`src/design/bir_pkg.sv`:
```
// ----------------------------------------------------------------------------
// bir_pkg
// shared types and constants of the bilinear resampler
// ----------------------------------------------------------------------------
package bir_pkg;

    localparam int unsigned POS_W  = 9;
    localparam int unsigned CFG_W  = 10;
    localparam int unsigned PIX_W  = 32;
    localparam int unsigned FRAC_W = 16;
    localparam int unsigned WGT_W  = 2 * FRAC_W + 2;
    localparam int unsigned PROD_W = WGT_W + 8;
    localparam int unsigned SUM_W  = PROD_W + 2;

    localparam logic [FRAC_W:0] ONE_Q16 = {1'b1, {FRAC_W{1'b0}}};
    localparam logic [7:0]      CH_MAX  = 8'hFF;

    typedef enum logic {
        FUNC_LOAD = 1'b0,
        FUNC_REQ  = 1'b1
    } t_func;

    typedef enum logic [1:0] {
        REG_SRC_W = 2'd0,
        REG_SRC_H = 2'd1,
        REG_DST_W = 2'd2,
        REG_DST_H = 2'd3
    } t_reg_idx;

    typedef struct packed {
        logic              func;
        logic [POS_W-1:0]  pos_x;
        logic [POS_W-1:0]  pos_y;
        logic [PIX_W-1:0]  pixel_in;
    } t_in_item;

    typedef struct packed {
        logic [PIX_W-1:0] pixel_out;
    } t_out_item;

    typedef struct packed {
        logic [1:0]       index;
        logic [CFG_W-1:0] data;
    } t_cfg_beat;

    // four neighbors (upper-left, upper-right, lower-left, lower-right) and fractions
    typedef struct packed {
        logic [3:0][PIX_W-1:0] p;
        logic [FRAC_W-1:0]     fx;
        logic [FRAC_W-1:0]     fy;
    } t_px_beat;

endpackage

```
`src/design/bir_div.sv`:
```
// ----------------------------------------------------------------------------
// bir_div
// restoring divider, one quotient bit per cycle
// ----------------------------------------------------------------------------
module bir_div import bir_pkg::*; #(
    parameter int unsigned NW = 26,
    parameter int unsigned DW = 10
) (
    input  logic          i_clk,
    input  logic          i_rst_n,
    input  logic          i_start,
    input  logic [NW-1:0] i_num,
    input  logic [DW-1:0] i_den,
    output logic          o_busy,
    output logic [NW-1:0] o_quot
);
    localparam int unsigned CW = $clog2(NW + 1);

    logic          r_busy;
    logic [CW-1:0] r_cnt;
    logic [NW-1:0] r_num;
    logic [DW-1:0] r_rem;
    logic [NW-1:0] r_quot;
    logic [DW-1:0] r_den;
    logic [DW:0]   trial;
    logic          q_bit;

    assign trial = {r_rem, r_num[NW-1]};
    assign q_bit = (trial >= {1'b0, r_den});

    always_ff @(posedge i_clk) begin
        if (!i_rst_n) begin
            r_busy <= 1'b0;
            r_cnt  <= '0;
        end else if (i_start) begin
            r_busy <= 1'b1;
            r_cnt  <= CW'(NW);
        end else if (r_busy) begin
            r_cnt <= r_cnt - 1'b1;
            if (r_cnt == CW'(1)) begin
                r_busy <= 1'b0;
            end
        end
    end

    always_ff @(posedge i_clk) begin
        if (i_start) begin
            r_num  <= i_num;
            r_den  <= i_den;
            r_rem  <= '0;
            r_quot <= '0;
        end else if (r_busy) begin
            r_num  <= {r_num[NW-2:0], 1'b0};
            r_quot <= {r_quot[NW-2:0], q_bit};
            r_rem  <= q_bit ? DW'(trial - {1'b0, r_den}) : trial[DW-1:0];
        end
    end

    assign o_busy = r_busy;
    assign o_quot = r_quot;
endmodule

```
`config.mk`:
```
export PLATFORM = sky130hd
export DESIGN_NAME = bir_div
export DESIGN_NICKNAME = d
export VERILOG_FILES = /design/src/design/bir_pkg.sv /design/src/design/bir_div.sv
export SDC_FILE = /design/constraint.sdc
export NUM_CORES = 1
export LEC_CHECK = 0
export BUFFER_PORTS_ARGS = -buffer_cell sky130_fd_sc_hd__buf_4
export CAP_MARGIN = 20
export CORE_UTILIZATION = 45
export CTS_CLUSTER_DIAMETER = 50
export DETAILED_ROUTE_END_ITERATION = 12
export PLACE_DENSITY = 0.7
export SETUP_SLACK_MARGIN = 0.5
export SLEW_MARGIN = 20
export SYNTH_ARGS = -nofsm -noshare
export SYNTH_HDL_FRONTEND = slang
export SYNTH_SLANG_ARGS = --single-unit
```
`constraint.sdc`:
```
create_clock -name i_clk -period 2 [get_ports i_clk]
set_input_delay 0.2 -clock i_clk [delete_from_list [all_inputs] [get_ports i_clk]]
set_output_delay 0.2 -clock i_clk [all_outputs]
set_load 0.05 [all_outputs]
```
* Word level (Yosys, flattened, before mapping) *
Cells that the tools add are included.

operators by class
  bitwise logic cells = 1
  equal/unequal tests = 1
  magnitude comparators = 1
  muxes and demuxes = 8
  add/subtract/negate cells = 2
  reduce and logical (&&, ||, !) cells = 2

operators with widths
  cell                                                                number
  26-bit 2-to-1 mux                                                   2
  11-bit by 10-bit >= comparator with 1-bit output                    1
  10-bit 2-to-1 mux                                                   1
  5-bit 2-to-1 mux                                                    2
  10-bit subtractor                                                   1
  5-bit by 1-bit == test with 1-bit output, second input constant     1
  5-bit by 1-bit subtractor with 5-bit output, second input constant  1
  1-bit 2-to-1 mux                                                    3
  2-bit nonzero test                                                  1
  2-bit OR reduction                                                  1
  1-bit NOT                                                           1

storage, ports and cells
  register bits after elaboration = 78
  word-level logic and storage cells = 22
  input port bits = 39
  output and inout port bits = 27

* Longest topological paths before layout *
Gate-level depths: netlist (run 1).

  depth in word-level cells = 4
  depth in mapped cells = 10
  mapped depth without buffers = 10

* Least setup slack after synthesis (run 1) *
OpenSTA, ideal clock, no wires.

  path type = register to register
  start = register r_den[5]
  end = register r_rem[7]
  period minus slack after synthesis = 2197 ps
  slack = -197 ps
  data arrival time = 2080 ps
  stages on the path, launching flop included = 11
  setup time = 116 ps
  data required time = 1884 ps
  buffers on the path = 2
  cells stage by stage = edfxtp_1 -> inv_1 -> ha_1 -> buf_6 -> nand4_2 -> nor3_1 -> or4_4 -> o32a_2 -> buf_6 -> or3_1 -> o211a_1

on the way
  cells in the longest elaborated chain, start to end = 2
  elaborated cells between the ends (all ways) = 3
  classes of those cells = add/sub: 1; order compare: 1; mux: 1

ends and longest elaborated chain
  what                                                                                          line                          text
  start: declaration                                                                            bir_div.sv:24                 logic [DW-1:0] r_den;
  start signal: assignment                                                                      bir_div.sv:49                 r_den <= i_den;
  10-bit subtractor / 11-bit by 10-bit >= comparator with 1-bit output (equally long branches)  bir_div.sv:55, bir_div.sv:29
  10-bit 2-to-1 mux *                                                                           bir_div.sv:55                 r_rem <= q_bit ? DW'(trial - {1'b0, r_den}) : trial[DW-1:0];
  end signal: assignment                                                                        bir_div.sv:55
  end: declaration                                                                              bir_div.sv:22                 logic [DW-1:0] r_rem;

Mark *: on every way between the ends. The rest lies on a longest branch, timed or not.
A chain may end at the register's enable or synchronous reset.

* Worst setup path in the final report (run 1) *
  start = register r_den[1]
  end = register r_rem[7]

The elaborated chain is that of the path after synthesis.

==> results of run 1 <==
-- report_power, final --
group | switching [mW] | internal, mW | leakage (nW) | total (mW)
clock | 0.625 | 0.467 | 0.0920 | 1.09
sequential | 0.0516 | 1.79 | 0.702 | 1.84
combinational | 0.415 | 0.477 | 1.21 | 0.892
total | 1.09 | 2.73 | 2.00 | 3.82
-- what timing repair did --
item                                    in CTS  in global routing
setup buffers                                4                  3
gates resized for setup                     27                 23
gates cloned                                 1                  0
endpoints found under the setup margin      11                 11
pin swaps                                    8                  7
-- path summary, 6_finish.rpt --
check,from,endpoint,slack [ns],cells past startpoint
hold / removal,i_den[0],r_den[0]$_DFFE_PP_,0.02,1
hold reg to reg,o_quot[0]$_SDFFE_PP0P_,o_quot[0]$_SDFFE_PP0P_,0.49,2
setup / recovery,r_den[1]$_DFFE_PP_,r_rem[7]$_SDFFE_PP0P_,-0.14,8
setup reg to reg,r_den[1]$_DFFE_PP_,r_rem[7]$_SDFFE_PP0P_,-0.14,8
-- area by class of cell --
type                    count  area (sq um)
clock buffers               9         123.9
fillers                   582          2554
clock inverters             7         56.30
multi-input cells         195          1748
flip-flops and latches     78          1923
inverters                  15         56.30
repair buffers            103         784.5
well taps                  99         123.9
-- flip-flops by register name (all words and copies together), names as in the netlist --
register,cells
o_busy,1
o_quot,26
r_cnt,5
r_den,10
r_num,26
r_rem,10
-- layout by cell type, fill, tap and decap left out, drive strengths merged, types with 2 or more instances in the layout --
master	n
or3	2
nand2	15
clkinv	3
o21ai	6
a21oi	9
edfxtp	36
nor3	2
clkbuf	9
dfxtp	42
o211a	2
ha	12
o32a	2
o21a	7
nor2	43
and2	2
xnor2	5
xor2	4
inv	18
buf	103
nor2b	2
nand3	3
o221ai	2
a211oi	3
mux2i	27
o31a	2
a311oi	3
mux2	25
a21o	2
o31ai	2
-- critical path: cells and delay by family, from the launching register on --
kind                       cells  cell delay, ns
AOI/OAI and AO/OA              4            0.89
adders and majority gates      1            0.20
and+or+nand+nor                2            0.43
DFF                            1            0.40
buffers and inverters          1            0.09
-- logic make-up after synthesis --
kind of cell               Yosys count  synth area share, %
AOI/OAI and AO/OA                   44                8.974
xor gates and xnor gates             9                2.252
adders and majority gates           13                4.862
buffers and inverters               29                3.540
DFF                                 78                54.92
muxes                               52                15.77
and+or+nand+nor                     76                9.689
-- stage by stage --
| stage | hold slack [ns] | setup TNS (ns) | cells |
|---|---|---|---|
| detailed placement | 0.3793 | -1.188 | 482 |
| CTS | 0.008194 | -0.6496 | 503 |
| finish | 0.02205 | -0.8654 | 506 |
| floorplan | 0.2989 | -0.2384 | 301 |
| global route | 0.003590 | -1.700 | 506 |
| global placement | 0.3779 | -0.4801 | 482 |
-- layer usage --
| layer | share of wire (%) | track usage [%] |
|---|---|---|
| met2 | 48 | 29.13 |
| met4 | 1.7 | 8.333 |
| met3 | 5.4 | 3.976 |
| met1 | 44 | 24.81 |
| met5 | 0 | 0 |
==> metrics.md, run 1 <==
| Metric | Value |
|---|---|
| Largest net degree at the start of global routing | 46 |
| Synth warn | 0 |
| Syn nets | around 350 |
| IO Port Bufs | 65 |
| Tmin final | 2.143 ns |
| Vias in the first global route | about 2600 |
| EDFF count, synth | 36 |
| Initial drt markers | ~190 |
| Top cells by area, synth | edfxtp_1, dfxtp_1, mux2_2 |
| Bufs on Longest Clock Path | 2 |
| Critical Path Start Type | flop |
| Final core occ | between 60% and 70% |
| Core Area | ~7400 sq um |
| Die area | around 8100 sq um |
| Maximum clock frequency | 466.6 MHz |
| Asr flop ratio synth | 0% |
| Critical path cell sequence | inv_2 > ha_4 > nor2b_4 > o31a_1 > o21a_4 > o32a_4 > or3_1 > o211a_1 |
| Total CTS buffers | 9 |
| Worst Hold Class | input pin to flop |
| Seq/Total Area, Yosys | a little over half |
| RSZ-0062 raised after global routing | true |
| H-tree depth | 3 |
| Final hold vios | 0 |
| DR pass1 iterations | 4 |
| Vias per cell | 5.168 |
| First-pass GRT wire length | approximately 12 mm |
| Root Buffer | clkbuf_8 |
| Worst-path fanout max | 6 |
| Ant. Diodes | 0 |
| Synth unique cells | 42 |
| Grt total ovfl | 0 |
| Post-synth top area cell | edfxtp_1 |
| Die span in y | roughly 90 um |
| Worst Setup Slack post-DPL | -0.1907 ns |
| Initial antenna violation count | 0 |
| Cell Pwr Density | about 800 nW/um^2 |
| Status | finished with violations |
| Cts hold-fix bufs | 0 |
| Rel. slew slack | between 60% and 70% |
| Post-synth top cells | nor2_1, dfxtp_1, edfxtp_1, mux2i_1, mux2_2 |
| Drc violations | 0 |
| Worst EP required | around 2.2 ns |
| Violated checks | negative setup slack |
| Leakage | approximately 2 nW |
| I/O pins | 66 |
| Routed WL | approximately 7.4 mm |
| Max VDD drop | about 0.43 mV |
| Nets | approximately 450 |
| Gpl congestion | a little over 0.8 |
| Post-synthesis cell area | between 3000 and 4000 sq um |
| Detail Route Antenna Nets | 0 |
| Clk Latency, worst-skew pair | approximately 0.35 ns |
| Seq cells post-synth | 78 |
| Worst-path clk slew | ~0.1 ns |
| Clk_skew | between 0.015 and 0.02 ns |
| Clock Sinks | 78 |
| Slew Limit Fails | 0 |
| Mapped Cells | 301 |
| Tot Pwr | 3.822 mW |
| Share of layout cells above drive strength 1 | a little under half |
| Period utilisation layout | 107.2% |
| Critical path data arrival time | roughly 2.4 ns |
| Final worst slack | -0.1430 ns |
| Worst path slowest cell | edfxtp_1 |
| Die span in x | 90.19 um |
| Max Cap Viol | 0 |
| Max incr delay on CP | around 0.4 ns |
| Post-route cell area | just under 5000 sq um |
| All-Layer GR Usage | 18.62% |
| Synth-to-layout area growth | 37.61% |
| Count leader, synth | nor2_1 |
| CTS tree | done |
| Setup violators final | 11 |
| Placed cell area | 4324 sq um |
| Crit. End Element | flop |
| Hpwl dp | around 4.7 mm |
| Area share of the largest cell type after synthesis | between 30% and 40% |
| Worst slew pin tran | between 0.5 and 0.6 ns |
| Routed via count | 2615 |
| DR WL/cell | roughly 15 um |
| WS Path Type | flop to flop |
| Post-synth top flop | dfxtp_1 |
| Initial Util | a little under half |
| Row cnt | 31 |
| Synthesized area per cell | ~12 sq um |
No activity file was read; power rests on OpenSTA's default activity.
==> run 2, diff against run 1 <==
--- a/config.mk
+++ b/config.mk
@@ -5,12 +5,12 @@
 export SDC_FILE = /design/constraint.sdc
 export NUM_CORES = 1
 export LEC_CHECK = 0
-export BUFFER_PORTS_ARGS = -buffer_cell sky130_fd_sc_hd__buf_4
 export CAP_MARGIN = 20
 export CORE_UTILIZATION = 45
 export CTS_CLUSTER_DIAMETER = 50
 export DETAILED_ROUTE_END_ITERATION = 12
-export PLACE_DENSITY = 0.7
+export DONT_BUFFER_PORTS = 1
+export PLACE_DENSITY = 0.62
 export SETUP_SLACK_MARGIN = 0.5
 export SLEW_MARGIN = 20
 export SYNTH_ARGS = -nofsm -noshare
==> constraint.sdc (replaced) <==
create_clock -name i_clk -period 2 [get_ports i_clk]
set_input_delay 0 -clock i_clk [delete_from_list [all_inputs] [get_ports i_clk]]
set_output_delay 0 -clock i_clk [all_outputs]
set_load 0.05 [all_outputs]
==> run 2 against run 1 <==
The flow still finishes with violations (negative setup slack); worst hold slack improved by 0.17 ns; critical path depth shrank 1; highest routed layer unchanged; design area is 0.47% higher; sequential share of layout area fell by 0.13 points; sequential power about the same; global-route usage rose by 0.72 points; die area is the same.
==> metrics.md, run 2 (synthesis gave the netlist of run 1 again) <==
| Metric | Value |
|---|---|
| H-tree depth | 3 |
| Final worst slack | -0.1662 ns |
| Detail Route Antenna Nets | 0 |
| Vias in the first global route | 2656 |
| Grt total ovfl | 0 |
| Setup violators final | 10 |
| Max VDD drop | between 0.6 and 0.7 mV |
| Die area | 8133 sq um |
| Worst-path fanout max | 5 |
| Worst Hold Class | input pin to flop |
| Core Area | 7370 sq um |
| Clk_skew | 0.01364 ns |
| Most frequent cells in the layout | dlygate4sd3_1, nor2_1, dfxtp_1 |
| Gpl congestion | between 0.7 and 0.8 |
| Maximum clock frequency | 461.6 MHz |
| DR WL/cell | approximately 15 um |
| Worst EP required | 2.24 ns |
| Filler cells | 602 |
| Leakage | 1.883 nW |
| Bufs on Longest Clock Path | 2 |
| Initial antenna violation count | 0 |
| Hpwl dp | 4.104 mm |
| Area of the multi-input gates | ~1700 sq um |
| Period utilisation layout | 108.3% |
| RSZ-0062 raised after global routing | true |
| Critical path origin | r_den[8]$_DFFE_PP_ |
| Die span in x | 90.19 um |
| Commonest non-fill, non-tap cell in the layout | dlygate4sd3_1 |
| Setup TNS | -0.7521 ns |
| Initial Util | a little under half |
| Vias per cell | between 5 and 6 |
| Initial drt markers | 110 |
| Cell Pwr Density | about 770 nW/um^2 |
| Status | finished with violations |
| Critical Path Start Type | flop |
| Reg-to-Reg Start | r_den[8]$_DFFE_PP_ |
| Placed cell area | 3791 sq um |
| IO Port Bufs | 0 |
| Clock Sinks | 78 |
| Max Cap Viol | 0 |
| Post-route cell area | 4838 sq um |
| Largest net degree at the start of global routing | 50 |
| I/O pins | between 60 and 70 |
| Worst-path clk slew | 0.09 ns |
| All-Layer GR Usage | roughly 19% |
| CTS tree | done |
| Nets | between 400 and 500 |
| DR pass1 iterations | 4 |
| Hold path start | i_start |
| Worst Setup Slack post-DPL | -0.2085 ns |
| Drc violations | 0 |
| Crit. End Element | flop |
| Worst slew pin tran | between 0.5 and 0.6 ns |
| Total CTS buffers | 9 |
| Critical path data arrival time | about 2.4 ns |
| Routed via count | approximately 2500 |
| Die span in y | ~90 um |
| Reg area | just under 2000 sq um |
| Routed WL | between 7 and 8 mm |
| First-pass GRT wire length | 12.46 mm |
| Violated checks | negative setup slack |
| Ant. Diodes | 0 |
| Share of layout cells above drive strength 1 | between 20 and 25% |
| Tmin final | around 2.2 ns |
| Synth-to-layout area growth | 38.26% |
| WS Path Type | flop to flop |
| Clk Latency, worst-skew pair | approximately 0.35 ns |
| Final hold vios | 0 |
| Rel. slew slack | approximately 63% |
| Slew Limit Fails | 0 |
| Row cnt | 31 |
| Root Buffer | clkbuf_8 |
run 2: final cells by class:
cell class / instances / share of cell area [%]
clock buffer: 11 / 2.715
clock inverter: 5 / 0.7241
inverter: 15 / 1.164
multi-input combinational: 195 / 34.16
sequential: 78 / 39.80
tap: 99 / 2.560
timing repair buffer: 97 / 18.88
run 2: worst paths after layout:
kind                      endpoint  slack, ns  cells past startpoint
min reg2reg  r_rem[2]$_SDFFE_PP0P_       0.54                      2
max          r_rem[7]$_SDFFE_PP0P_      -0.17                      7
min            r_num[25]$_DFFE_PP_       0.19                      1
max reg2reg  r_rem[7]$_SDFFE_PP0P_      -0.17                      7
run 2: per-stage QoR:
stage,hold WS [ns],utilization [%],power (mW),cells
after floorplan,0.09887,-,2.303,301
after global placement,0.08025,51.44,2.440,411
after CTS,0.1823,64.60,3.708,499
after global routing,0.1909,65.65,3.898,500
final,0.1881,65.65,3.716,500
after detailed placement,0.08324,51.44,2.447,411
run 2: worst max-delay path, cell delays in order, from the launching register on:
cell      delay, ns
edfxtp_1       0.38
inv_2          0.08
ha_4           0.20
a21o_1         0.17
or4_4          0.52
o32a_4         0.29
or3_1          0.32
o211a_1        0.11
run 2: timing repair:
item | CTS | global route
pin swaps | 8 | 3
gates cloned | 1 | 0
endpoints found under the hold margin | 88 | 1
setup endpoints to repair | 11 | 21
hold buffers | 67 | 1
gates resized for setup | 19 | 13
buffers inserted | 4 | 1
run 2: report_power, final:
part / leakage (nW) / internal, mW / switching [mW]
Clock: 0.0736 / 0.452 / 0.573
Combinational: 1.11 / 0.482 / 0.357
Sequential: 0.702 / 1.79 / 0.0662
Total: 1.88 / 2.72 / 0.997
run 2: metal layers:
| metal | routed length, um | up-vias | GRT usage [%] |
|---|---|---|---|
| met1 | 3211 | 1201 | 21.92 |
| met3 | 296 | 7 | 5.330 |
| met5 | 0 | - | 0 |
| met2 | 3860 | 54 | 34.16 |
| met4 | 102 | 0 | 7.930 |
| li1 | - | 1267 | - |
